[config.mk]
export PLATFORM = sky130hd
export DESIGN_NAME = touch_event_tracker
export DESIGN_NICKNAME = d
export VERILOG_FILES = /design/src/sv/tet_pkg.sv /design/src/sv/tet_regs.sv /design/src/sv/tet_map.sv /design/src/sv/tet_core.sv /design/src/sv/touch_event_tracker.sv
export SDC_FILE = /design/constraint.sdc
export NUM_CORES = 1
export LEC_CHECK = 0
export BUFFER_PORTS_ARGS = -buffer_cell sky130_fd_sc_hd__clkbuf_2
export CAP_MARGIN = 20
export CORE_AREA = 2 2 237 239
export DETAILED_ROUTE_END_ITERATION = 8
export DIE_AREA = 0 0 239 241
export PLACE_DENSITY = 0.5
export RECOVER_POWER = 25
export REMOVE_ABC_BUFFERS = 1
export SYNTH_ARGS = -nofsm -noshare
export SYNTH_HDL_FRONTEND = slang
export SYNTH_HIERARCHICAL = 1
export SYNTH_SLANG_ARGS = --single-unit
[constraint.sdc]
create_clock -name clk_i -period 8.1 [get_ports clk_i]
set_clock_uncertainty 0.2 [all_clocks]
set_input_delay 0.405 -clock clk_i [delete_from_list [all_inputs] [get_ports clk_i]]
set_output_delay 0.405 -clock clk_i [all_outputs]
set_load 0.03 [all_outputs]
[src/sv/tet_pkg.sv]
// touch event tracker package: shared types, codes, widths and reset values
// no dependencies; used by every module of the block

package tet_pkg;

  localparam int unsigned COORD_W   = 12;
  localparam int unsigned TIME_W    = 32;
  localparam int unsigned CFG_W     = 16;
  localparam int unsigned CFG_IDX_W = 3;
  localparam int unsigned RFAIL_W   = 3;
  localparam int unsigned EMPTY_W   = 2;

  localparam int unsigned IN_TDATA_W  = 64;
  localparam int unsigned OUT_TDATA_W = 32;

  localparam int unsigned PANEL_WIDTH_DEF     = 320;
  localparam int unsigned PANEL_HEIGHT_DEF    = 480;
  localparam int unsigned SCREEN_WIDTH_DEF    = 480;
  localparam int unsigned SCREEN_HEIGHT_DEF   = 320;
  localparam int unsigned RELEASE_SAMPLES_DEF = 2;
  localparam int unsigned MAX_FAILURES_DEF    = 5;

  localparam logic [CFG_W-1:0] POLL_IVL_RST     = 16'd10;
  localparam logic [CFG_W-1:0] FAIL_BACKOFF_RST = 16'd50;
  localparam logic [CFG_W-1:0] RECOVERY_RST     = 16'd1000;
  localparam logic [CFG_W-1:0] IGNORE_RST       = 16'd0;

  typedef enum logic [1:0] {
    OP_POLL   = 2'd0,
    OP_CANCEL = 2'd1,
    OP_END    = 2'd2
  } op_e;

  typedef enum logic [1:0] {
    PH_START = 2'd0,
    PH_MOVE  = 2'd1,
    PH_END   = 2'd2
  } phase_e;

  typedef enum logic [1:0] {
    OR_PORTRAIT       = 2'd0,
    OR_PORTRAIT_FLIP  = 2'd1,
    OR_LANDSCAPE      = 2'd2,
    OR_LANDSCAPE_FLIP = 2'd3
  } orient_e;

  typedef enum logic [CFG_IDX_W-1:0] {
    REG_ORIENT       = 3'd0,
    REG_PANEL_ROT    = 3'd1,
    REG_POLL_IVL     = 3'd2,
    REG_FAIL_BACKOFF = 3'd3,
    REG_RECOVERY     = 3'd4,
    REG_IGNORE       = 3'd5
  } reg_e;

  typedef struct packed {
    orient_e          orientation;
    logic             panel_rotated;
    logic [CFG_W-1:0] poll_ivl;
    logic [CFG_W-1:0] fail_backoff;
    logic [CFG_W-1:0] recovery;
    logic [CFG_W-1:0] ignore_ms;
  } cfg_t;

  typedef struct packed {
    op_e                op;
    logic [TIME_W-1:0]  now;
    logic               probe_ok;
    logic               data_ready;
    logic               read_ok;
    logic               decode_ok;
    logic               pressed;
    logic [COORD_W-1:0] raw_x;
    logic [COORD_W-1:0] raw_y;
  } item_t;

  typedef struct packed {
    logic               valid;
    logic               touch_down;
    phase_e             phase;
    logic [COORD_W-1:0] x;
    logic [COORD_W-1:0] y;
  } result_t;

endpackage

[src/sv/tet_regs.sv]
// touch event tracker configuration registers
// depends on tet_pkg; flags a runtime clear when orientation changes

module tet_regs (
  input  logic                          clk_i,
  input  logic                          rst_ni,
  input  logic                          cfg_we_i,
  input  logic [tet_pkg::CFG_IDX_W-1:0] cfg_idx_i,
  input  logic [tet_pkg::CFG_W-1:0]     cfg_wdata_i,
  output tet_pkg::cfg_t                 cfg_o,
  output logic                          clear_o
);

  tet_pkg::cfg_t cfg_q, cfg_d;

  always_comb begin
    cfg_d   = cfg_q;
    clear_o = 1'b0;
    if (cfg_we_i) begin
      case (tet_pkg::reg_e'(cfg_idx_i))
        tet_pkg::REG_ORIENT: begin
          if (cfg_wdata_i[1:0] != cfg_q.orientation) begin
            cfg_d.orientation = tet_pkg::orient_e'(cfg_wdata_i[1:0]);
            clear_o           = 1'b1;
          end
        end
        tet_pkg::REG_PANEL_ROT:    cfg_d.panel_rotated = cfg_wdata_i[0];
        tet_pkg::REG_POLL_IVL:     cfg_d.poll_ivl      = cfg_wdata_i;
        tet_pkg::REG_FAIL_BACKOFF: cfg_d.fail_backoff  = cfg_wdata_i;
        tet_pkg::REG_RECOVERY:     cfg_d.recovery      = cfg_wdata_i;
        tet_pkg::REG_IGNORE:       cfg_d.ignore_ms     = cfg_wdata_i;
        default: ;
      endcase
    end
  end

  always_ff @(posedge clk_i or negedge rst_ni) begin
    if (!rst_ni) begin
      cfg_q.orientation   <= tet_pkg::OR_PORTRAIT;
      cfg_q.panel_rotated <= 1'b0;
      cfg_q.poll_ivl      <= tet_pkg::POLL_IVL_RST;
      cfg_q.fail_backoff  <= tet_pkg::FAIL_BACKOFF_RST;
      cfg_q.recovery      <= tet_pkg::RECOVERY_RST;
      cfg_q.ignore_ms     <= tet_pkg::IGNORE_RST;
    end else begin
      cfg_q <= cfg_d;
    end
  end

  assign cfg_o = cfg_q;

endmodule

[src/sv/tet_map.sv]
// touch event tracker coordinate mapping: panel clamp, 180 degree flip, rotation
// depends on tet_pkg; purely combinational

module tet_map #(
  parameter int unsigned PANEL_WIDTH   = tet_pkg::PANEL_WIDTH_DEF,
  parameter int unsigned PANEL_HEIGHT  = tet_pkg::PANEL_HEIGHT_DEF,
  parameter int unsigned SCREEN_WIDTH  = tet_pkg::SCREEN_WIDTH_DEF,
  parameter int unsigned SCREEN_HEIGHT = tet_pkg::SCREEN_HEIGHT_DEF
) (
  input  tet_pkg::cfg_t                 cfg_i,
  input  logic [tet_pkg::COORD_W-1:0]   raw_x_i,
  input  logic [tet_pkg::COORD_W-1:0]   raw_y_i,
  output logic [tet_pkg::COORD_W-1:0]   screen_x_o,
  output logic [tet_pkg::COORD_W-1:0]   screen_y_o
);

  localparam int unsigned CW = tet_pkg::COORD_W;
  localparam logic [CW-1:0] WMAX  = CW'(PANEL_WIDTH - 1);
  localparam logic [CW-1:0] HMAX  = CW'(PANEL_HEIGHT - 1);
  localparam logic [CW-1:0] SXMAX = CW'(SCREEN_WIDTH - 1);
  localparam logic [CW-1:0] SYMAX = CW'(SCREEN_HEIGHT - 1);

  logic [CW-1:0] cx, cy, px, py, inv_px, inv_py;

  always_comb begin
    cx     = (raw_x_i > WMAX) ? WMAX : raw_x_i;
    cy     = (raw_y_i > HMAX) ? HMAX : raw_y_i;
    px     = cfg_i.panel_rotated ? (WMAX - cx) : cx;
    py     = cfg_i.panel_rotated ? (HMAX - cy) : cy;
    inv_px = WMAX - px;
    inv_py = HMAX - py;
    case (cfg_i.orientation)
      tet_pkg::OR_PORTRAIT: begin
        screen_x_o = px;
        screen_y_o = py;
      end
      tet_pkg::OR_PORTRAIT_FLIP: begin
        screen_x_o = inv_px;
        screen_y_o = inv_py;
      end
      tet_pkg::OR_LANDSCAPE: begin
        screen_x_o = (inv_py > SXMAX) ? SXMAX : inv_py;
        screen_y_o = (px > SYMAX) ? SYMAX : px;
      end
      default: begin
        screen_x_o = (py > SXMAX) ? SXMAX : py;
        screen_y_o = (inv_px > SYMAX) ? SYMAX : inv_px;
      end
    endcase
  end

endmodule

[src/sv/tet_core.sv]
// touch event tracker state and event decision for one poll, cancel or end
// depends on tet_pkg and tet_map; result is combinational, registered by the top

module tet_core #(
  parameter int unsigned PANEL_WIDTH     = tet_pkg::PANEL_WIDTH_DEF,
  parameter int unsigned PANEL_HEIGHT    = tet_pkg::PANEL_HEIGHT_DEF,
  parameter int unsigned SCREEN_WIDTH    = tet_pkg::SCREEN_WIDTH_DEF,
  parameter int unsigned SCREEN_HEIGHT   = tet_pkg::SCREEN_HEIGHT_DEF,
  parameter int unsigned RELEASE_SAMPLES = tet_pkg::RELEASE_SAMPLES_DEF,
  parameter int unsigned MAX_FAILURES    = tet_pkg::MAX_FAILURES_DEF
) (
  input  logic             clk_i,
  input  logic             rst_ni,
  input  tet_pkg::cfg_t    cfg_i,
  input  logic             clear_i,
  input  logic             proc_i,
  input  tet_pkg::item_t   item_i,
  output tet_pkg::result_t result_o
);

  localparam int unsigned CW = tet_pkg::COORD_W;
  localparam int unsigned TW = tet_pkg::TIME_W;
  localparam int unsigned RW = tet_pkg::RFAIL_W;
  localparam int unsigned EW = tet_pkg::EMPTY_W;
  localparam int unsigned PADW = TW - tet_pkg::CFG_W;
  localparam logic [EW-1:0] REL_N  = EW'(RELEASE_SAMPLES);
  localparam logic [RW-1:0] MAXF_N = RW'(MAX_FAILURES);
  localparam logic [EW-1:0] EC_MAX = '1;
  localparam logic [RW-1:0] RF_MAX = '1;

  logic          init_q, init_d;
  logic [TW-1:0] last_poll_q, last_poll_d;
  logic [TW-1:0] backoff_q, backoff_d;
  logic [TW-1:0] ignore_q, ignore_d;
  logic [RW-1:0] rfail_q, rfail_d;
  logic [EW-1:0] empty_q, empty_d;
  logic          active_q, active_d;
  logic [CW-1:0] held_x_q, held_x_d;
  logic [CW-1:0] held_y_q, held_y_d;

  logic [CW-1:0] map_x, map_y;
  logic [TW-1:0] since_poll, tgt_fail, tgt_rec, tgt_ign;
  logic          before_backoff, before_ignore, poll_early;
  logic [EW-1:0] ec_inc;
  logic [RW-1:0] rf_inc;
  logic          rel_req;

  tet_map #(
    .PANEL_WIDTH  (PANEL_WIDTH),
    .PANEL_HEIGHT (PANEL_HEIGHT),
    .SCREEN_WIDTH (SCREEN_WIDTH),
    .SCREEN_HEIGHT(SCREEN_HEIGHT)
  ) u_map (
    .cfg_i     (cfg_i),
    .raw_x_i   (item_i.raw_x),
    .raw_y_i   (item_i.raw_y),
    .screen_x_o(map_x),
    .screen_y_o(map_y)
  );

  assign since_poll     = item_i.now - last_poll_q;
  assign poll_early     = since_poll < {{PADW{1'b0}}, cfg_i.poll_ivl};
  assign before_backoff = item_i.now < backoff_q;
  assign before_ignore  = item_i.now < ignore_q;
  assign tgt_fail       = item_i.now + {{PADW{1'b0}}, cfg_i.fail_backoff};
  assign tgt_rec        = item_i.now + {{PADW{1'b0}}, cfg_i.recovery};
  assign tgt_ign        = item_i.now + {{PADW{1'b0}}, cfg_i.ignore_ms};
  assign ec_inc         = (empty_q == EC_MAX) ? empty_q : empty_q + EW'(1);
  assign rf_inc         = (rfail_q == RF_MAX) ? rfail_q : rfail_q + RW'(1);

  always_comb begin
    init_d      = init_q;
    last_poll_d = last_poll_q;
    backoff_d   = backoff_q;
    ignore_d    = ignore_q;
    rfail_d     = rfail_q;
    empty_d     = empty_q;
    active_d    = active_q;
    held_x_d    = held_x_q;
    held_y_d    = held_y_q;
    rel_req     = 1'b0;
    result_o    = '{valid: 1'b0, touch_down: 1'b0, phase: tet_pkg::PH_START,
                    x: held_x_q, y: held_y_q};

    if (clear_i) begin
      last_poll_d = '0;
      backoff_d   = '0;
      ignore_d    = '0;
      rfail_d     = '0;
      empty_d     = '0;
      active_d    = 1'b0;
      held_x_d    = '0;
      held_y_d    = '0;
    end else if (proc_i) begin
      case (item_i.op)
        tet_pkg::OP_CANCEL, tet_pkg::OP_END: begin
          last_poll_d = '0;
          backoff_d   = '0;
          ignore_d    = '0;
          rfail_d     = '0;
          empty_d     = '0;
          active_d    = 1'b0;
          held_x_d    = '0;
          held_y_d    = '0;
          if (item_i.op == tet_pkg::OP_END) begin
            init_d = 1'b0;
          end
        end
        tet_pkg::OP_POLL: begin
          if (!init_q) begin
            // probe attempt once the backoff has run out
            if (!before_backoff) begin
              last_poll_d = '0;
              backoff_d   = '0;
              ignore_d    = '0;
              rfail_d     = '0;
              empty_d     = '0;
              active_d    = 1'b0;
              held_x_d    = '0;
              held_y_d    = '0;
              init_d      = item_i.probe_ok;
              if (item_i.probe_ok) begin
                if (cfg_i.ignore_ms != '0) begin
                  ignore_d = tgt_ign;
                end
              end else begin
                backoff_d = tgt_rec;
              end
            end
          end else if (!before_backoff && !poll_early) begin
            last_poll_d = item_i.now;
            if (!item_i.data_ready) begin
              rel_req = 1'b1;
            end else if (!item_i.read_ok) begin
              backoff_d = tgt_fail;
              rfail_d   = rf_inc;
              if (rf_inc >= MAXF_N) begin
                init_d    = 1'b0;
                active_d  = 1'b0;
                empty_d   = '0;
                backoff_d = tgt_rec;
              end
            end else begin
              rfail_d = '0;
              if (!item_i.decode_ok) begin
                backoff_d = tgt_fail;
              end else if (!item_i.pressed) begin
                rel_req = 1'b1;
              end else if (before_ignore) begin
                active_d = 1'b0;
                empty_d  = '0;
              end else begin
                backoff_d  = '0;
                empty_d    = '0;
                active_d   = 1'b1;
                held_x_d   = map_x;
                held_y_d   = map_y;
                result_o   = '{valid: 1'b1, touch_down: 1'b1,
                               phase: active_q ? tet_pkg::PH_MOVE : tet_pkg::PH_START,
                               x: map_x, y: map_y};
              end
            end
          end
        end
        default: ;
      endcase

      // empty sample while a touch is held
      if (rel_req && active_q) begin
        if (ec_inc < REL_N) begin
          empty_d = ec_inc;
        end else begin
          active_d = 1'b0;
          empty_d  = '0;
          result_o = '{valid: 1'b1, touch_down: 1'b0, phase: tet_pkg::PH_END,
                       x: held_x_q, y: held_y_q};
        end
      end
    end
  end

  always_ff @(posedge clk_i or negedge rst_ni) begin
    if (!rst_ni) begin
      init_q      <= 1'b0;
      last_poll_q <= '0;
      backoff_q   <= '0;
      ignore_q    <= '0;
      rfail_q     <= '0;
      empty_q     <= '0;
      active_q    <= 1'b0;
      held_x_q    <= '0;
      held_y_q    <= '0;
    end else begin
      init_q      <= init_d;
      last_poll_q <= last_poll_d;
      backoff_q   <= backoff_d;
      ignore_q    <= ignore_d;
      rfail_q     <= rfail_d;
      empty_q     <= empty_d;
      active_q    <= active_d;
      held_x_q    <= held_x_d;
      held_y_q    <= held_y_d;
    end
  end

endmodule

[src/sv/touch_event_tracker.sv]
// touch event tracker top level: input register, core, result register
// depends on tet_pkg, tet_regs, tet_core (which holds tet_map)
//
//   channel   direction  tdata / index            tuser
//   s_axis    in         poll item, 64 bits       operation
//   m_axis    out        touch event, 32 bits     phase
//   cfg       in         register index 0..5      -
//
// one item per cycle while the output is not stalled; the input register takes
// the item at its transfer, the result register takes the event once the output
// is free; reset clears all state but the payload registers; orientation change
// also clears runtime state; a stalled result holds the item behind it in the
// input register; tready drops only while both registers are full

module touch_event_tracker #(
  parameter int unsigned PANEL_WIDTH     = tet_pkg::PANEL_WIDTH_DEF,
  parameter int unsigned PANEL_HEIGHT    = tet_pkg::PANEL_HEIGHT_DEF,
  parameter int unsigned SCREEN_WIDTH    = tet_pkg::SCREEN_WIDTH_DEF,
  parameter int unsigned SCREEN_HEIGHT   = tet_pkg::SCREEN_HEIGHT_DEF,
  parameter int unsigned RELEASE_SAMPLES = tet_pkg::RELEASE_SAMPLES_DEF,
  parameter int unsigned MAX_FAILURES    = tet_pkg::MAX_FAILURES_DEF
) (
  input  logic                              clk_i,
  input  logic                              rst_ni,
  // now_ms, probe_ok, data_ready, read_ok, decode_ok, pressed, raw_x, raw_y
  input  logic [tet_pkg::IN_TDATA_W-1:0]    s_axis_tdata,
  // operation
  input  logic [1:0]                        s_axis_tuser,
  input  logic                              s_axis_tvalid,
  output logic                              s_axis_tready,
  // touch_down, screen_x, screen_y
  output logic [tet_pkg::OUT_TDATA_W-1:0]   m_axis_tdata,
  // phase
  output logic [1:0]                        m_axis_tuser,
  output logic                              m_axis_tvalid,
  input  logic                              m_axis_tready,
  input  logic                              cfg_we_i,
  input  logic [tet_pkg::CFG_IDX_W-1:0]     cfg_idx_i,
  input  logic [tet_pkg::CFG_W-1:0]         cfg_wdata_i
);

  localparam int unsigned CW   = tet_pkg::COORD_W;
  localparam int unsigned OPAD = tet_pkg::OUT_TDATA_W - 1 - 2 * CW;

  tet_pkg::cfg_t    cfg;
  logic             cfg_clear;
  tet_pkg::item_t   item_d, item_q;
  logic             in_valid_q;
  tet_pkg::result_t res, out_q;
  logic             out_valid_q;
  logic             out_free, proc;

  assign out_free      = !out_valid_q || m_axis_tready;
  assign proc          = in_valid_q && out_free;
  assign s_axis_tready = !in_valid_q || out_free;

  assign item_d = '{op:         tet_pkg::op_e'(s_axis_tuser),
                    now:        s_axis_tdata[31:0],
                    probe_ok:   s_axis_tdata[32],
                    data_ready: s_axis_tdata[33],
                    read_ok:    s_axis_tdata[34],
                    decode_ok:  s_axis_tdata[35],
                    pressed:    s_axis_tdata[36],
                    raw_x:      s_axis_tdata[48:37],
                    raw_y:      s_axis_tdata[60:49]};

  tet_regs u_regs (
    .clk_i      (clk_i),
    .rst_ni     (rst_ni),
    .cfg_we_i   (cfg_we_i),
    .cfg_idx_i  (cfg_idx_i),
    .cfg_wdata_i(cfg_wdata_i),
    .cfg_o      (cfg),
    .clear_o    (cfg_clear)
  );

  tet_core #(
    .PANEL_WIDTH    (PANEL_WIDTH),
    .PANEL_HEIGHT   (PANEL_HEIGHT),
    .SCREEN_WIDTH   (SCREEN_WIDTH),
    .SCREEN_HEIGHT  (SCREEN_HEIGHT),
    .RELEASE_SAMPLES(RELEASE_SAMPLES),
    .MAX_FAILURES   (MAX_FAILURES)
  ) u_core (
    .clk_i   (clk_i),
    .rst_ni  (rst_ni),
    .cfg_i   (cfg),
    .clear_i (cfg_clear),
    .proc_i  (proc),
    .item_i  (item_q),
    .result_o(res)
  );

  always_ff @(posedge clk_i or negedge rst_ni) begin
    if (!rst_ni) begin
      in_valid_q  <= 1'b0;
      out_valid_q <= 1'b0;
    end else begin
      if (s_axis_tready) begin
        in_valid_q <= s_axis_tvalid;
      end
      if (proc) begin
        out_valid_q <= res.valid;
      end else if (m_axis_tready) begin
        out_valid_q <= 1'b0;
      end
    end
  end

  // payload registers
  always_ff @(posedge clk_i) begin
    if (s_axis_tready && s_axis_tvalid) begin
      item_q <= item_d;
    end
    if (proc && res.valid) begin
      out_q <= res;
    end
  end

  assign m_axis_tvalid = out_valid_q;
  assign m_axis_tdata  = {{OPAD{1'b0}}, out_q.y, out_q.x, out_q.touch_down};
  assign m_axis_tuser  = out_q.phase;

endmodule

# ---- Word level (Yosys, flattened, before mapping)
# Cells that the tools add are included.
dict set report classes {
  bitwise 2
  muxes 129
  n_eq_ne 30
  add_sub_neg 10
  n_reduce_logical 35
  n_lt_le_gt_ge 11
}
# op n
set op_table {}
lappend op_table {{2-to-1 mux 32 bit} 23}
lappend op_table {{2-to-1 mux 28 bit} 12}
lappend op_table {{2-to-1 mux 12 bit} 27}
lappend op_table {{case mux 32 bit (2 select lines)} 3}
lappend op_table {{adder 32 x 16 -> 32 bit} 3}
lappend op_table {{> comparator 12 x 9 -> 1 bit (second input constant)} 6}
lappend op_table {{case mux 12 bit (3 select lines)} 2}
lappend op_table {{< comparator 32 bit} 2}
lappend op_table {{case mux 12 bit (2 select lines)} 2}
lappend op_table {{subtractor 9 x 12 -> 12 bit (first input constant)} 4}
lappend op_table {{2-to-1 mux 1 bit} 35}
lappend op_table {{< comparator 32 x 16 -> 1 bit} 1}
lappend op_table {{subtractor 32 bit} 1}
lappend op_table {{inequality test 6 bit (second input constant)} 5}
lappend op_table {{2-to-1 mux 2 bit} 13}
lappend op_table {{2-to-1 mux 3 bit} 8}
lappend op_table {{inequality test 4 bit (second input constant)} 6}
lappend op_table {{nonzero test 16 bit} 1}
lappend op_table {{AND reduction 4 bit} 3}
lappend op_table {{inequality test 5 bit (second input constant)} 2}
lappend op_table {{AND reduction 2 bit} 5}
lappend op_table {{== test 3 bit (second input constant)} 3}
lappend op_table {{AND reduction 9 bit} 1}
lappend op_table {{AND reduction 8 bit} 1}
lappend op_table {{29 further kinds} 48}
dict set report totals {
  out_inout_bits 36
  wordCells 247
  ff_bits 286
}

# ---- Depth between registers and ports, before layout
# Gate-level depths: netlist (run 1).
dict set report depth {
  word_depth 21
  depth_mapped 25
  ltp_nobuf 23
}

# ---- Hierarchy
# The synthesis (run 1) kept the hierarchy.
# mod n_inst area_per_inst_um2 cells_each
set modules_own_cells {}
lappend modules_own_cells {tet_core 1 12208.0 1429}
lappend modules_own_cells {touch_event_tracker 1 2870.3 108}
lappend modules_own_cells {tet_regs 1 2697.6 149}
lappend modules_own_cells {tet_map 1 1238.7 199}

# ---- Worst setup path after synthesis (run 1)
# OpenSTA, ideal clock, no wires.
dict set report synth_path {
  path_kind {flip-flop to flip-flop}
  start {register item_q[34] (netlist name)}
  end {register out_q (netlist bit m_axis_tdata[0]) (enable)}
  path_stages_with_launch 22
  path_buffers 2
  t_required_ps 7486
  setup_ps 414
  arrival_time_ps 5234
  synth_period_minus_slack_ps 5848
  setup_slack_ps 2252
  cell_sequence {edfxtp_1 ha_1 a21o_1 a211o_1 o21a_1 a311o_1 xor2_1 ha_1 nand4_1 nor2_1 o2111a_1 nor4_1 nand3_1 nor4b_1 and4_1 nor3_2 and4_4 buf_6 buf_6 or2_1 nand2_1 nor2b_1}
}
# item line_no
set synth_rtl {}
lappend synth_rtl {{from (decl)} touch_event_tracker.sv:47} ;# tet_pkg::item_t item_d, item_q;
lappend synth_rtl {{from (signal assigned)} touch_event_tracker.sv:113} ;# item_q <= item_d;
lappend synth_rtl {{to (signal assigned)} touch_event_tracker.sv:116} ;# out_q <= res;
lappend synth_rtl {{to (decl)} touch_event_tracker.sv:49} ;# tet_pkg::result_t res, out_q;

==> key figures, run 1 <==
Run status
  • Status: complete, but fails checks
  • Failing checks: capacitance limit, slew limit

Floorplan
  • Initial Utilization: 34.6%
  • Core Area: between 50,000 and 60,000 um^2
  • I/O pin total: about 130
  • # rows: 86
  • Total die area: about 58,000 um^2
  • Die width: roughly 240 um
  • Die height: approximately 240 um

Setup path
  • Worst endpoint required time: a little over 8000 ps
  • CP max FO: 51
  • Crit path largest cell delay: 670 ps
  • Worst setup EP type: register
  • WS Path Type: reg -> reg
  • Reg2reg setup slack: about 1700 ps
  • Critical path buffers and inverters: 2
  • Crit start category: register
  • Cell Chain, Critical Path: inv_1, fa_1, nand2b_1, a21oi_1, o21a_1, a311o_1, xor2_1, ha_1, o21ai_0, nor2_1, nor3_1, nand4_1, nor4_1, nand3_1, nor4b_1, and4_1, nor3_4, and4_4, or2_1, nand2_1, nor2b_2, buf_4
  • Crit-path leading delay family: simple AND/OR/NAND/NOR gates
  • Data arrival time of the critical path: 6500 ps
  • Slowest CP cell: edfxtp_1

Pwr
  • Clock Power Share: 33.9%
  • Final Power: ~5.0 mW
  • Net Sw Power: 1.68 mW
  • Seq pwr share: between 30% and 40%
  • Static leakage: between 9 and 10 nW
  • PwrDens: between 200 and 250 nW/um^2
  • Pint: around 3.3 mW
  • Comb pwr share: 30.6%
  • Worst VDD drop: around 0.13 mV
  • Sw Ratio: between 30% and 40%

Finish
  • Non-Filler Instances: 2,796
  • Finished Core Util: between 40% and 50%
  • Leading cell types in the layout, fill and taps excluded: 184 x dfrtp_1, 165 x ha_1, 142 x inv_1
  • Layout area overhead: 16.7%
  • Fraction of layout cells with a size suffix above 1: between 10% and 20%
  • Most common cell after layout, fill and taps aside: dfrtp_1
  • Final instance area: approximately 22,000 um^2
  • Nets: about 2,300
  • Ant. Diodes: 0

Timing
  • Least-Margin Pin Slew: between 4000 and 5000 ps
  • Fin Setup TNS: 0 ps
  • Period utilisation layout: 79.6%
  • Min cycle time layout: about 6400 ps
  • Setup-failing EPs final: 0
  • Max Fclk: roughly 0.16 GHz
  • Final WS setup: approximately 1700 ps
  • Hold WS: 11.5 ps
  • Final hold vios: 0
  • Pins Over Slew Limit: 117
  • Worst slew margin: -220%
  • RSZ-0062 raised after global routing: no

Synthesis
  • Synth warn: 6
  • Prevailing post-synth register cell: dfrtp_1
  • Synth top area share: between 20% and 30%
  • Top cells by area, synth: dfrtp_1 24%, edfxtp_1 14%, ha_1 11%
  • Synth Register Bits: 285
  • Asr flop ratio synth: about two thirds
  • Post-synth EDFFs: 90
  • Synthesized area: ~19,000 um^2
  • Largest area contributor in the netlist: dfrtp_1
  • Syn avg cell area: between 10 and 15 um^2
  • Sequential share of the synthesized area: 39.9%
  • Post-synth cell types: between 90 and 100
  • Mapped Cells: between 1,500 and 2,000

Route
  • DRT Pass-1 Iters: 5
  • Antenna-violating nets left: 0
  • Final WL: ~52 mm
  • Drc violations: 0
  • WL/cell: approximately 19 um
  • DR vias: between 10,000 and 15,000
  • Initial DRC count: approximately 900
  • Via-to-Cell Ratio: roughly 5.3

Clocking
  • Setup repair bufs after CTS: 0
  • Htree depth: 2
  • Clk sink count: about 290
  • Clock Path Buffers: 3
  • CTS Buf Count: 38
  • Root Buffer Master: clkbuf_16
  • CTS tree: built
  • Worst skew pair latency: roughly 560 ps
  • Clock transition at the registers of the reported paths: about 60 ps

Place
  • Pre-CTS WS: 1730 ps
  • Routability congestion estimate: 0.874
  • Post-DP Area: about 20,000 um^2
  • # placed instances: about 2,600
  • Port Buf Inserts: 115
  • Dpl hpwl: ~37 mm

Flow run
  • Maxcap violations: 2

Worst hold path
  • Worst Hold Class: in -> reg

Global routing
  • Number of global-route vias before repair: ~14,000
  • Grt ovf: 0
  • Largest net degree at the start of global routing: 81
  • Initial antenna violation count: 0
  • All-Layer GR Usage: 18.0%
  • First-pass GRT wire length: 81.9 mm
worst register-to-register path, stage by stage (launching register included):
cell	delay, ps
edfxtp_1	670
inv_1	140
fa_1	480
nand2b_1	180
a21oi_1	270
o21a_1	310
a311o_1	300
xor2_1	180
ha_1	260
o21ai_0	170
nor2_1	80
nor3_1	370
nand4_1	130
nor4_1	200
nand3_1	110
nor4b_1	420
and4_1	430
nor3_4	70
and4_4	410
or2_1	380
nand2_1	100
nor2b_2	40
buf_4	230
routing by layer:
metal	vias up	routed length [um]	global-route usage, %
li1	7273	-	-
met1	7118	24900	25.0
met3	76	2190	2.84
met2	332	23200	28.6
met5	-	0	0
met4	0	1500	6.00
power by group through the flow:
stage	combinational (mW)	clock [mW]	sequential (mW)
after detailed placement	1.51	0	1.80
final	1.54	1.70	1.78
after CTS	1.55	1.75	1.78
after floorplan	1.11	0	1.76
after global placement	1.48	0	1.80
after global routing	1.72	1.81	1.80
registers in the layout (all words and copies together) (netlist names), 2 cells and up:
register / flops
u_regs/cfg_o: 67
item_q: 63
u_core/backoff_q: 32
u_core/ignore_q: 32
u_core/last_poll_q: 32
m_axis_tdata: 25
u_core/held_x_q: 12
u_core/held_y_q: 12
u_core/rfail_q: 3
m_axis_tuser: 2
cells in the mapped netlist, drive strengths merged (15+ instances only):
master,count
o22ai,16
o21ai,71
mux2,95
or3,22
nand3,39
ha,165
a21o,46
o31ai,44
nand4,27
buf,36
o21a,15
xor2,32
inv,144
nor3,39
nor2b,16
and3,16
dfrtp,184
nor2,100
a21oi,112
edfxtp,90
nand2,139
xnor2,83
clkbuf,46
a22o,65
nand2b,25
a31oi,15
path summary, 6_finish.rpt:
path,to,cells past startpoint,startpoint
min in group asynchronous,u_regs/cfg_o[26]$_DFFE_PN0P_,2,rst_ni
min,u_regs/cfg_o[48]$_DFFE_PN0P_,2,cfg_wdata_i[0]
max reg2reg,m_axis_tdata[23]$_DFFE_PP_,22,item_q[30]$_DFFE_PP_
max,m_axis_tdata[23]$_DFFE_PP_,22,item_q[30]$_DFFE_PP_
min reg2reg,u_core/ignore_q[14]$_DFFE_PN0P_,2,u_core/ignore_q[14]$_DFFE_PN0P_
max in group asynchronous,u_core/backoff_q[26]$_DFFE_PN0P_,3,rst_ni
layout make-up:
| class | instances | area, um^2 |
|---|---|---|
| fill | 5417 | 32700 |
| multi-input combinational | 1380 | 10400 |
| sequential | 285 | 7600 |
| timing repair buffer | 214 | 1510 |
| clock buffer | 54 | 1090 |
| tap | 704 | 881 |
| inverter | 144 | 541 |
| clock inverter | 15 | 153 |
timing repair:
action	in CTS	in global routing
setup endpoints to repair	0	0
hold buffers	80	0
resized for setup	0	0
endpoints found under the hold margin	185	0
kinds of logic (layout without fill, tap and decap cells):
group | Yosys count | in the layout | share of synthesized area [%]
simple gates | 484 | 484 | 12.9
buf+inv | 226 | 427 | 5.16
mux | 105 | 105 | 7.00
compound gates | 499 | 499 | 18.4
other cells | 2 | 8 | 0.0395
xor+xnor | 115 | 115 | 5.30
flops | 285 | 285 | 39.9
fa+ha+maj | 169 | 169 | 11.3
No activity file was read; power rests on OpenSTA's default activity.
==> inputs of run 2 (changes only) <==
--- a/config.mk
+++ b/config.mk
@@ -5,12 +5,13 @@
 export SDC_FILE = /design/constraint.sdc
 export NUM_CORES = 1
 export LEC_CHECK = 0
+export ABC_AREA = 1
 export BUFFER_PORTS_ARGS = -buffer_cell sky130_fd_sc_hd__clkbuf_2
 export CAP_MARGIN = 20
-export CORE_AREA = 2 2 237 239
+export CORE_AREA = 2 2 246 248
 export DETAILED_ROUTE_END_ITERATION = 8
-export DIE_AREA = 0 0 239 241
-export PLACE_DENSITY = 0.5
+export DIE_AREA = 0 0 248 250
+export PLACE_DENSITY = 0.52
 export RECOVER_POWER = 25
 export REMOVE_ABC_BUFFERS = 1
 export SYNTH_ARGS = -nofsm -noshare
==> constraint.sdc (replaced) <==
create_clock -name clk_i -period 5.9 [get_ports clk_i]
set_clock_uncertainty 0.2 [all_clocks]
set_input_delay 0.295 -clock clk_i [delete_from_list [all_inputs] [get_ports clk_i]]
set_output_delay 0.295 -clock clk_i [all_outputs]
set_load 0.03 [all_outputs]
==> key figures, run 2 <==
Run status
  • Status: complete, but fails checks (unchanged)
  • Failing checks: capacitance limit, slew limit (unchanged)

Pwr
  • Worst VDD drop: 0.240 mV (was 0.125 mV)
  • PwrDens: 299 nW/um^2 (was 226 nW/um^2)
  • Final Power: 7.21 mW (was 5.01 mW)
  • Static leakage: 11.8 nW (was 9.38 nW)

Synthesis
  • Post-synth EDFFs: 90 (unchanged)
  • Largest area contributor in the netlist: dfrtp_1 (unchanged)
  • Synth Area in Adders: 10.5% (was 11.3%)
  • Sequential share of the synthesized area: 37.0% (was 39.9%)
  • Post-Synth XOR/XNOR Area: 2.73% (was 5.30%)
  • Prevailing post-synth register cell: dfrtp_1 (unchanged)
  • Simple logic cell fraction of the synthesized area: 26.6% (was 12.9%)
  • Synth warn: 6 (unchanged)
  • Synthesized area: 20,500 um^2 (was 19,000 um^2)
  • Main combinational cell family by area after synthesis: simple AND/OR/NAND/NOR gates (was compound AO/OA/AOI/OAI gates)
  • Syn avg cell area: 7.38 um^2 (was 10.1 um^2)
  • Complex-gate fraction of the synthesized area: 13.1% (was 18.4%)
  • Top cells by area, synth: dfrtp_1 22%, nand2_1 15%, edfxtp_1 13% (was dfrtp_1 24%, edfxtp_1 14%, ha_1 11%)
  • Count leader, synth: nand2_1 (was dfrtp_1)
  • Post-synth cell types: 61 (was 93)
  • Mapped Cells: 2,780 (was 1,885)
  • Post-synth top cells: 802 x nand2_1, 412 x inv_1, 185 x nor2_1 (was 184 x dfrtp_1, 165 x ha_1, 142 x inv_1)
  • Asr flop ratio synth: 68.4% (unchanged)
  • Synth Register Bits: 285 (unchanged)
  • Synth top area share: 22.4% (was 24.2%)
  • Mux share of post-synthesis cell area: 0% (was 7.00%)

Setup path
  • Reg2reg setup slack: 1040 ps (was 1650 ps)
  • Cell Chain, Critical Path: dlygate4sd3_1, clkbuf_1, nor2_1, nand2_1, a21oi_1, nor2_1, inv_1, nor2_4, nor3_1, nand2_1, nor2_1, clkinv_1, a21oi_1, o21ai_0, o21ai_0 (was inv_1, fa_1, nand2b_1, a21oi_1, o21a_1, a311o_1, xor2_1, ha_1, o21ai_0, nor2_1, nor3_1, nand4_1, nor4_1, nand3_1, nor4b_1, and4_1, nor3_4, and4_4, or2_1, nand2_1, nor2b_2, buf_4)
  • CP endpoint: u_core/ignore_q[24]$_DFFE_PN0P_ (was m_axis_tdata[23]$_DFFE_PP_)
  • Worst setup startpoint: cfg_idx_i[2] (was item_q[30]$_DFFE_PP_)
  • Reg2reg start: item_q[29]$_DFFE_PP_ (was item_q[30]$_DFFE_PP_)
  • Slowest CP cell: nor2_1 (was edfxtp_1)
  • Data arrival time of the critical path: 5320 ps (was 6500 ps)
  • CP max FO: 19 (was 51)
  • Crit start category: input pin (was register)
  • R2R cell count: 24 (was 22)
  • Worst endpoint required time: 6190 ps (was 8160 ps)
  • WS Path Type: in -> reg (was reg -> reg)
  • Worst setup EP type: register (unchanged)
  • Crit path largest cell delay: 970 ps (was 670 ps)
  • Most common cell on crit path: nor2_1
  • RR Endpoint: m_axis_tdata[5]$_DFFE_PP_ (was m_axis_tdata[23]$_DFFE_PP_)

Floorplan
  • Total die area: 62,000 um^2 (was 57,600 um^2)
  • Initial Utilization: 34.4% (was 34.6%)
  • Die width: 248 um (was 239 um)
  • Die height: 250 um (was 241 um)
  • Core Area: 59,600 um^2 (was 54,900 um^2)
  • # rows: 90 (was 86)
  • I/O pin total: 126 (unchanged)

Clocking
  • CTS tree: built (unchanged)
  • Clock transition at the registers of the reported paths: 60 ps (about the same)
  • Root Buffer Master: clkbuf_16 (unchanged)
  • Htree depth: 2 (unchanged)
  • Clk sink count: 285 (unchanged)
  • Worst skew pair latency: 570 ps (was 560 ps)
  • CTS Buf Count: 38 (unchanged)
  • Setup repair bufs after CTS: 0 (unchanged)
  • Clock Path Buffers: 3 (unchanged)

Route
  • WL/cell: 17.1 um (was 18.5 um)
  • Via-to-Cell Ratio: 4.98 (was 5.29)
  • Initial DRC count: 1,349 (was 892)
  • DR vias: 18,893 (was 14,799)
  • Antenna-violating nets left: 0 (unchanged)
  • Drc violations: 0 (unchanged)
  • Final WL: 64.6 mm (was 51.8 mm)
  • DRT Pass-1 Iters: 7 (was 5)

Timing
  • Setup-failing EPs final: 0 (unchanged)
  • Hold WS: 113 ps (was 11.5 ps)
  • Least-Margin Pin Slew: 4160 ps (was 4800 ps)
  • Fin Setup TNS: 0 ps (unchanged)
  • Worst slew margin: -178% (was -220%)
  • Pins Over Slew Limit: 74 (was 117)
  • Min cycle time layout: slightly above 5000 ps
  • Final hold vios: 0 (unchanged)
  • Max Fclk: between 0.15 and 0.2 GHz
  • RSZ-0062 raised after global routing: no (unchanged)
  • Period utilisation layout: a little under nine tenths

Finish
  • Ant. Diodes: 0 (unchanged)
  • Most common cell after layout, fill and taps aside: nand2_1 (was dfrtp_1)
  • Filler Cell Count: 6,133 (was 5,417)
  • Fraction of layout cells with a size suffix above 1: 10.2% (was 14.6%)
  • Non-Filler Instances: 3,790 (was 2,796)
  • Leading cell types in the layout, fill and taps excluded: 802 x nand2_1, 411 x inv_1, 185 x nor2_1 (was 184 x dfrtp_1, 165 x ha_1, 142 x inv_1)
  • Finished Core Util: 40.4% (about the same)
  • Nets: 3,237 (was 2,322)
  • Max FFs per register: 67 (unchanged)
  • Layout area overhead: 17.4% (was 16.7%)

Place
  • Port Buf Inserts: 115 (unchanged)
  • Routability congestion estimate: 0.916 (was 0.874)
  • Dpl hpwl: 48.9 mm (was 37.5 mm)
  • # placed instances: 3,628 (was 2,645)

Global routing
  • Grt ovf: 0 (unchanged)
  • Number of global-route vias before repair: 18,018 (was 14,462)
  • Initial antenna violation count: 1 (was 0)
  • First-pass GRT wire length: 101 mm (was 81.9 mm)
  • Largest net degree at the start of global routing: 74 (was 81)
  • All-Layer GR Usage: 21.0% (was 18.0%)

Flow run
  • Maxcap violations: 1 (was 2)

Worst hold path
  • Worst Hold Class: in -> reg (unchanged)
[run 2: cell types whose count changed after synthesis, sizes merged, moves of 61 or more]
| cell | change |
|---|---|
| mux2 | -95 |
| nor2 | +103 |
| xnor2 | -61 |
| o21ai | +139 |
| nand2 | +695 |
| a22o | -64 |
| nand3 | +111 |
| inv | +279 |
[run 2: per-layer routing]
| layer | wire length [um] | global-route usage, % | vias up |
|---|---|---|---|
| met2 | 29600 | 33.8 | 511 |
| li1 | - | - | 9464 |
| met4 | 2030 | 6.98 | 0 |
| met5 | 0 | 0 | - |
| met1 | 29600 | 28.7 | 8815 |
| met3 | 3360 | 3.11 | 103 |
[run 2: logic make-up (layout without fill, tap and decap cells)]
logic type / count (synthesis) / after routing
AO/OA/AOI/OAI: 473 / 473
buffers and inverters: 504 / 726
flip-flops: 285 / 285
XOR/XNOR: 64 / 64
other: 2 / 8
adder cells (fa/ha/maj): 169 / 169
AND/OR/NAND/NOR: 1283 / 1283
[run 2: worst min-delay path by stage]
stage	startpoint	to	slack, ps	cells past startpoint
final	cfg_we_i	u_regs/cfg_o[44]$_DFFE_PN0P_	110	3
after global routing	cfg_idx_i[1]	u_regs/cfg_o[62]$_DFFE_PN0P_	110	3
after CTS	cfg_idx_i[1]	u_regs/cfg_o[62]$_DFFE_PN0P_	50	3
after detailed placement	rst_ni	u_regs/cfg_o[4]$_DFFE_PN0P_	170	1
after global placement	rst_ni	u_regs/cfg_o[5]$_DFFE_PN0P_	160	1
after floorplan	rst_ni	in_valid_q$_DFFE_PN0P_	-200	0
[run 2: repair_timing]
item | in CTS | in global routing
gates resized for setup | 0 | 0
hold buffers | 92 | 0
hold endpoints to repair | 203 | 0
[run 2: cell type report]
class	count	area (um^2)	share of cell area, %
multi-input combinational	1997	10900	45.2
sequential	285	7600	31.5
timing repair buffer	231	1650	6.86
inverter	425	1600	6.64
clock buffer	45	1070	4.45
tap	782	978	4.06
clock inverter	25	309	1.28
[run 2: report_power, final]
part / switching [mW] / leakage (nW) / internal [mW]
combinational: 1.44 / 7.64 / 0.780
clock: 0.991 / 0.679 / 1.58
sequential: 0.173 / 3.46 / 2.25
[run 2: worst max-delay path: cells and delay by family]
kind | cells | cell delay, ps
AND/OR/NAND/NOR | 7 | 2420
AO/OA/AOI/OAI | 4 | 1060
buffers and inverters | 4 | 1520
[run 2: metrics by stage]
| step | setup WS (ps) | cell area, um^2 |
|---|---|---|
| 2_1_floorplan | 494 | 20100 |
| 3_3_place_gp | 1070 | 21800 |
| 3_5_place_dp | 1000 | 21800 |
| 4_1_cts | 972 | 24100 |
| 5_1_grt | 380 | 24100 |
| 6_report | 875 | 24100 |
==> inputs of run 3 (changes only) <==
--- a/config.mk
+++ b/config.mk
@@ -8,10 +8,12 @@
 export ABC_AREA = 1
 export BUFFER_PORTS_ARGS = -buffer_cell sky130_fd_sc_hd__clkbuf_2
 export CAP_MARGIN = 20
+export CELL_PAD_IN_SITES_DETAIL_PLACEMENT = 0
+export CELL_PAD_IN_SITES_GLOBAL_PLACEMENT = 1
 export CORE_AREA = 2 2 246 248
 export DETAILED_ROUTE_END_ITERATION = 8
 export DIE_AREA = 0 0 248 250
-export PLACE_DENSITY = 0.52
+export PLACE_DENSITY = 0.67
 export RECOVER_POWER = 25
 export REMOVE_ABC_BUFFERS = 1
 export SYNTH_ARGS = -nofsm -noshare
==> key figures, run 3 (synthesis results as in run 2) <==
Finish
  • Fraction of layout cells with a size suffix above 1: 10.4% (was 10.2%)
  • Register area: 7600 um^2 (unchanged)
  • Layout area overhead: 16.8% (was 17.4%)
  • Area of the multi-input gates: 10,900 um^2 (about the same)
  • Nets: 3,233 (was 3,237)
  • Filler Cell Count: 6,173 (was 6,133)
  • Leading cell types in the layout, fill and taps excluded: 802 x nand2_1, 411 x inv_1, 184 x dfrtp_1, 184 x nor2_1, 166 x a21oi_1 (was 802 x nand2_1, 411 x inv_1, 185 x nor2_1)
  • Max FFs per register: 67 (unchanged)
  • Most common cell after layout, fill and taps aside: nand2_1 (unchanged)
  • Ant. Diodes: 0 (unchanged)

Clocking
  • Root Buffer Master: clkbuf_16 (unchanged)
  • Clock Path Buffers: 3 (unchanged)
  • Htree depth: 2 (unchanged)
  • Clk sink count: 285 (unchanged)
  • CTS Buf Count: 38 (unchanged)
  • Clock transition at the registers of the reported paths: 60 ps (about the same)
  • Worst skew pair latency: 570 ps (about the same)
  • CTS tree: built (unchanged)

Timing
  • Worst slew margin: -92.8% (was -178%)
  • Least-Margin Pin Slew: 2890 ps (was 4160 ps)
  • Min cycle time layout: 5000 ps (was 5030 ps)
  • Period utilisation layout: 84.7% (was 85.2%)
  • Setup-failing EPs final: 0 (unchanged)
  • Max Fclk: 0.200 GHz (was 0.199 GHz)
  • Final hold vios: 0 (unchanged)
  • Fin Setup TNS: 0 ps (unchanged)
  • RSZ-0062 raised after global routing: no (unchanged)
  • Pins Over Slew Limit: 106 (was 74)

Run status
  • Failing checks: capacitance limit, slew limit (unchanged)
  • Status: complete, but fails checks (unchanged)

Pwr
  • PwrDens: 291 nW/um^2 (was 299 nW/um^2)
  • Final Power: 6.98 mW (was 7.21 mW)
  • Worst VDD drop: 0.239 mV (was 0.240 mV)
  • Static leakage: 11.8 nW (about the same)

Setup path
  • R2R cell count: 21 (was 24)
  • CP max FO: 38 (was 19)
  • WS Path Type: reg -> reg (was in -> reg)
  • Worst endpoint required time: 6020 ps (was 6190 ps)
  • Crit start category: register (was input pin)
  • Data arrival time of the critical path: 5120 ps (was 5320 ps)
  • Worst setup EP type: register (unchanged)

Route
  • WL met2: 28.6 mm (was 29.6 mm)
  • WL/cell: 16.7 um (was 17.1 um)
  • Drc violations: 0 (unchanged)
  • Final WL: 63.3 mm (was 64.6 mm)
  • DR vias: 18,583 (was 18,893)
  • Met3 Wirelength: 2.99 mm (was 3.36 mm)
  • Via-to-Cell Ratio: 4.91 (was 4.98)
  • Initial DRC count: 1,370 (was 1,349)
  • Met1 WL: 30.8 mm (was 29.6 mm)
  • Top Layer Used: met4 (unchanged)
  • DRT Pass-1 Iters: 5 (was 7)
  • Antenna-violating nets left: 0 (unchanged)

Global routing
  • All-Layer GR Usage: 20.5% (was 21.0%)
  • Initial antenna violation count: 0 (was 1)
  • First-pass GRT wire length: 99.7 mm (was 101 mm)
  • Largest net degree at the start of global routing: 106 (was 74)
  • Grt ovf: 0 (unchanged)
  • Number of global-route vias before repair: 17,963 (was 18,018)

Floorplan
  • # rows: 90 (unchanged)
  • Total die area: 62,000 um^2 (unchanged)
  • Initial Utilization: 34.4% (unchanged)
  • Die height: 250 um (unchanged)
  • I/O pin total: 126 (unchanged)
  • Core Area: 59,600 um^2 (unchanged)
  • Die width: 248 um (unchanged)

Place
  • Port Buf Inserts: 115 (unchanged)
  • Routability congestion estimate: 0.916 (about the same)
  • Dpl hpwl: 48.0 mm (was 48.9 mm)

Flow run
  • Maxcap violations: 1 (unchanged)

Worst hold path
  • Cell count of the worst hold path: 3 (unchanged)
  • Worst Hold Class: in -> reg (unchanged)
==> run 3: path summary, 6_finish.rpt <==
kind                                              startpoint                                  to  slack (ps)
worst max-delay path                    item_q[29]$_DFFE_PP_           m_axis_tdata[9]$_DFFE_PP_         900
worst min-delay path                                cfg_we_i        u_regs/cfg_o[39]$_DFFE_PN0P_         100
worst max register to register          item_q[29]$_DFFE_PP_           m_axis_tdata[9]$_DFFE_PP_         900
worst min register to register  u_regs/cfg_o[51]$_DFFE_PN1P_        u_regs/cfg_o[51]$_DFFE_PN1P_         260
max in group asynchronous                             rst_ni        u_regs/cfg_o[12]$_DFFE_PN0P_        2600
min in group asynchronous                             rst_ni  u_core/last_poll_q[22]$_DFFE_PN0P_         960
==> run 3: critical path: stages, from the launching register on <==
cell and delay (ps):
edfxtp_1 520, inv_1 100, ha_1 250, fa_1 430, inv_1 130, nand3_1 80
nand3_1 190, nand2_1 90, nand3b_1 240, xor2_1 230, ha_1 260, nand4_1 120
o221ai_1 130, a21oi_1 270, nand3_2 230, nand2_4 160, inv_2 50, nand4_1 90
buf_4 370, inv_1 320, nand2_1 190, nand2_1 60
==> run 3: per-layer routing <==
layer,up-vias,global-route usage (%)
li1,9461,-
met1,8666,29.5
met2,396,32.6
met3,60,2.72
met4,0,4.28
met5,-,0
==> run 3: what timing repair did <==
item / CTS / global route
hold buffers: 90 / 0
endpoints found under the hold margin: 233 / 0
resized for setup: 0 / 0
buffers inserted: 0 / 0
==> run 3: metrics by stage <==
stage	utilization [%]	instances	hold slack, ps	setup slack [ps]	cell area [um^2]
finish	40.2	3786	105	900	24000
global route	40.2	3786	120	546	24000
CTS	40.3	3786	61.1	849	24000
detailed placement	36.6	3626	258	886	21800
global placement	36.6	3626	254	944	21800
floorplan	-	2707	-201	494	20100
==> run 3: where the power goes <==
part           internal (mW)  switching (mW)  total (mW)
registers               2.25           0.174        2.43
clock network           1.42           0.939        2.36
logic                  0.778            1.42        2.19
==> run 3: final cells by class <==
| class | count | area share [%] |
|---|---|---|
| Clock buffer | 52 | 4.49 |
| Tap cell | 782 | 4.08 |
| Clock inverter | 18 | 0.788 |
| Multi-Input combinational cell | 1997 | 45.4 |
| Inverter | 425 | 6.68 |
| Sequential cell | 285 | 31.7 |
| Timing Repair Buffer | 227 | 6.82 |
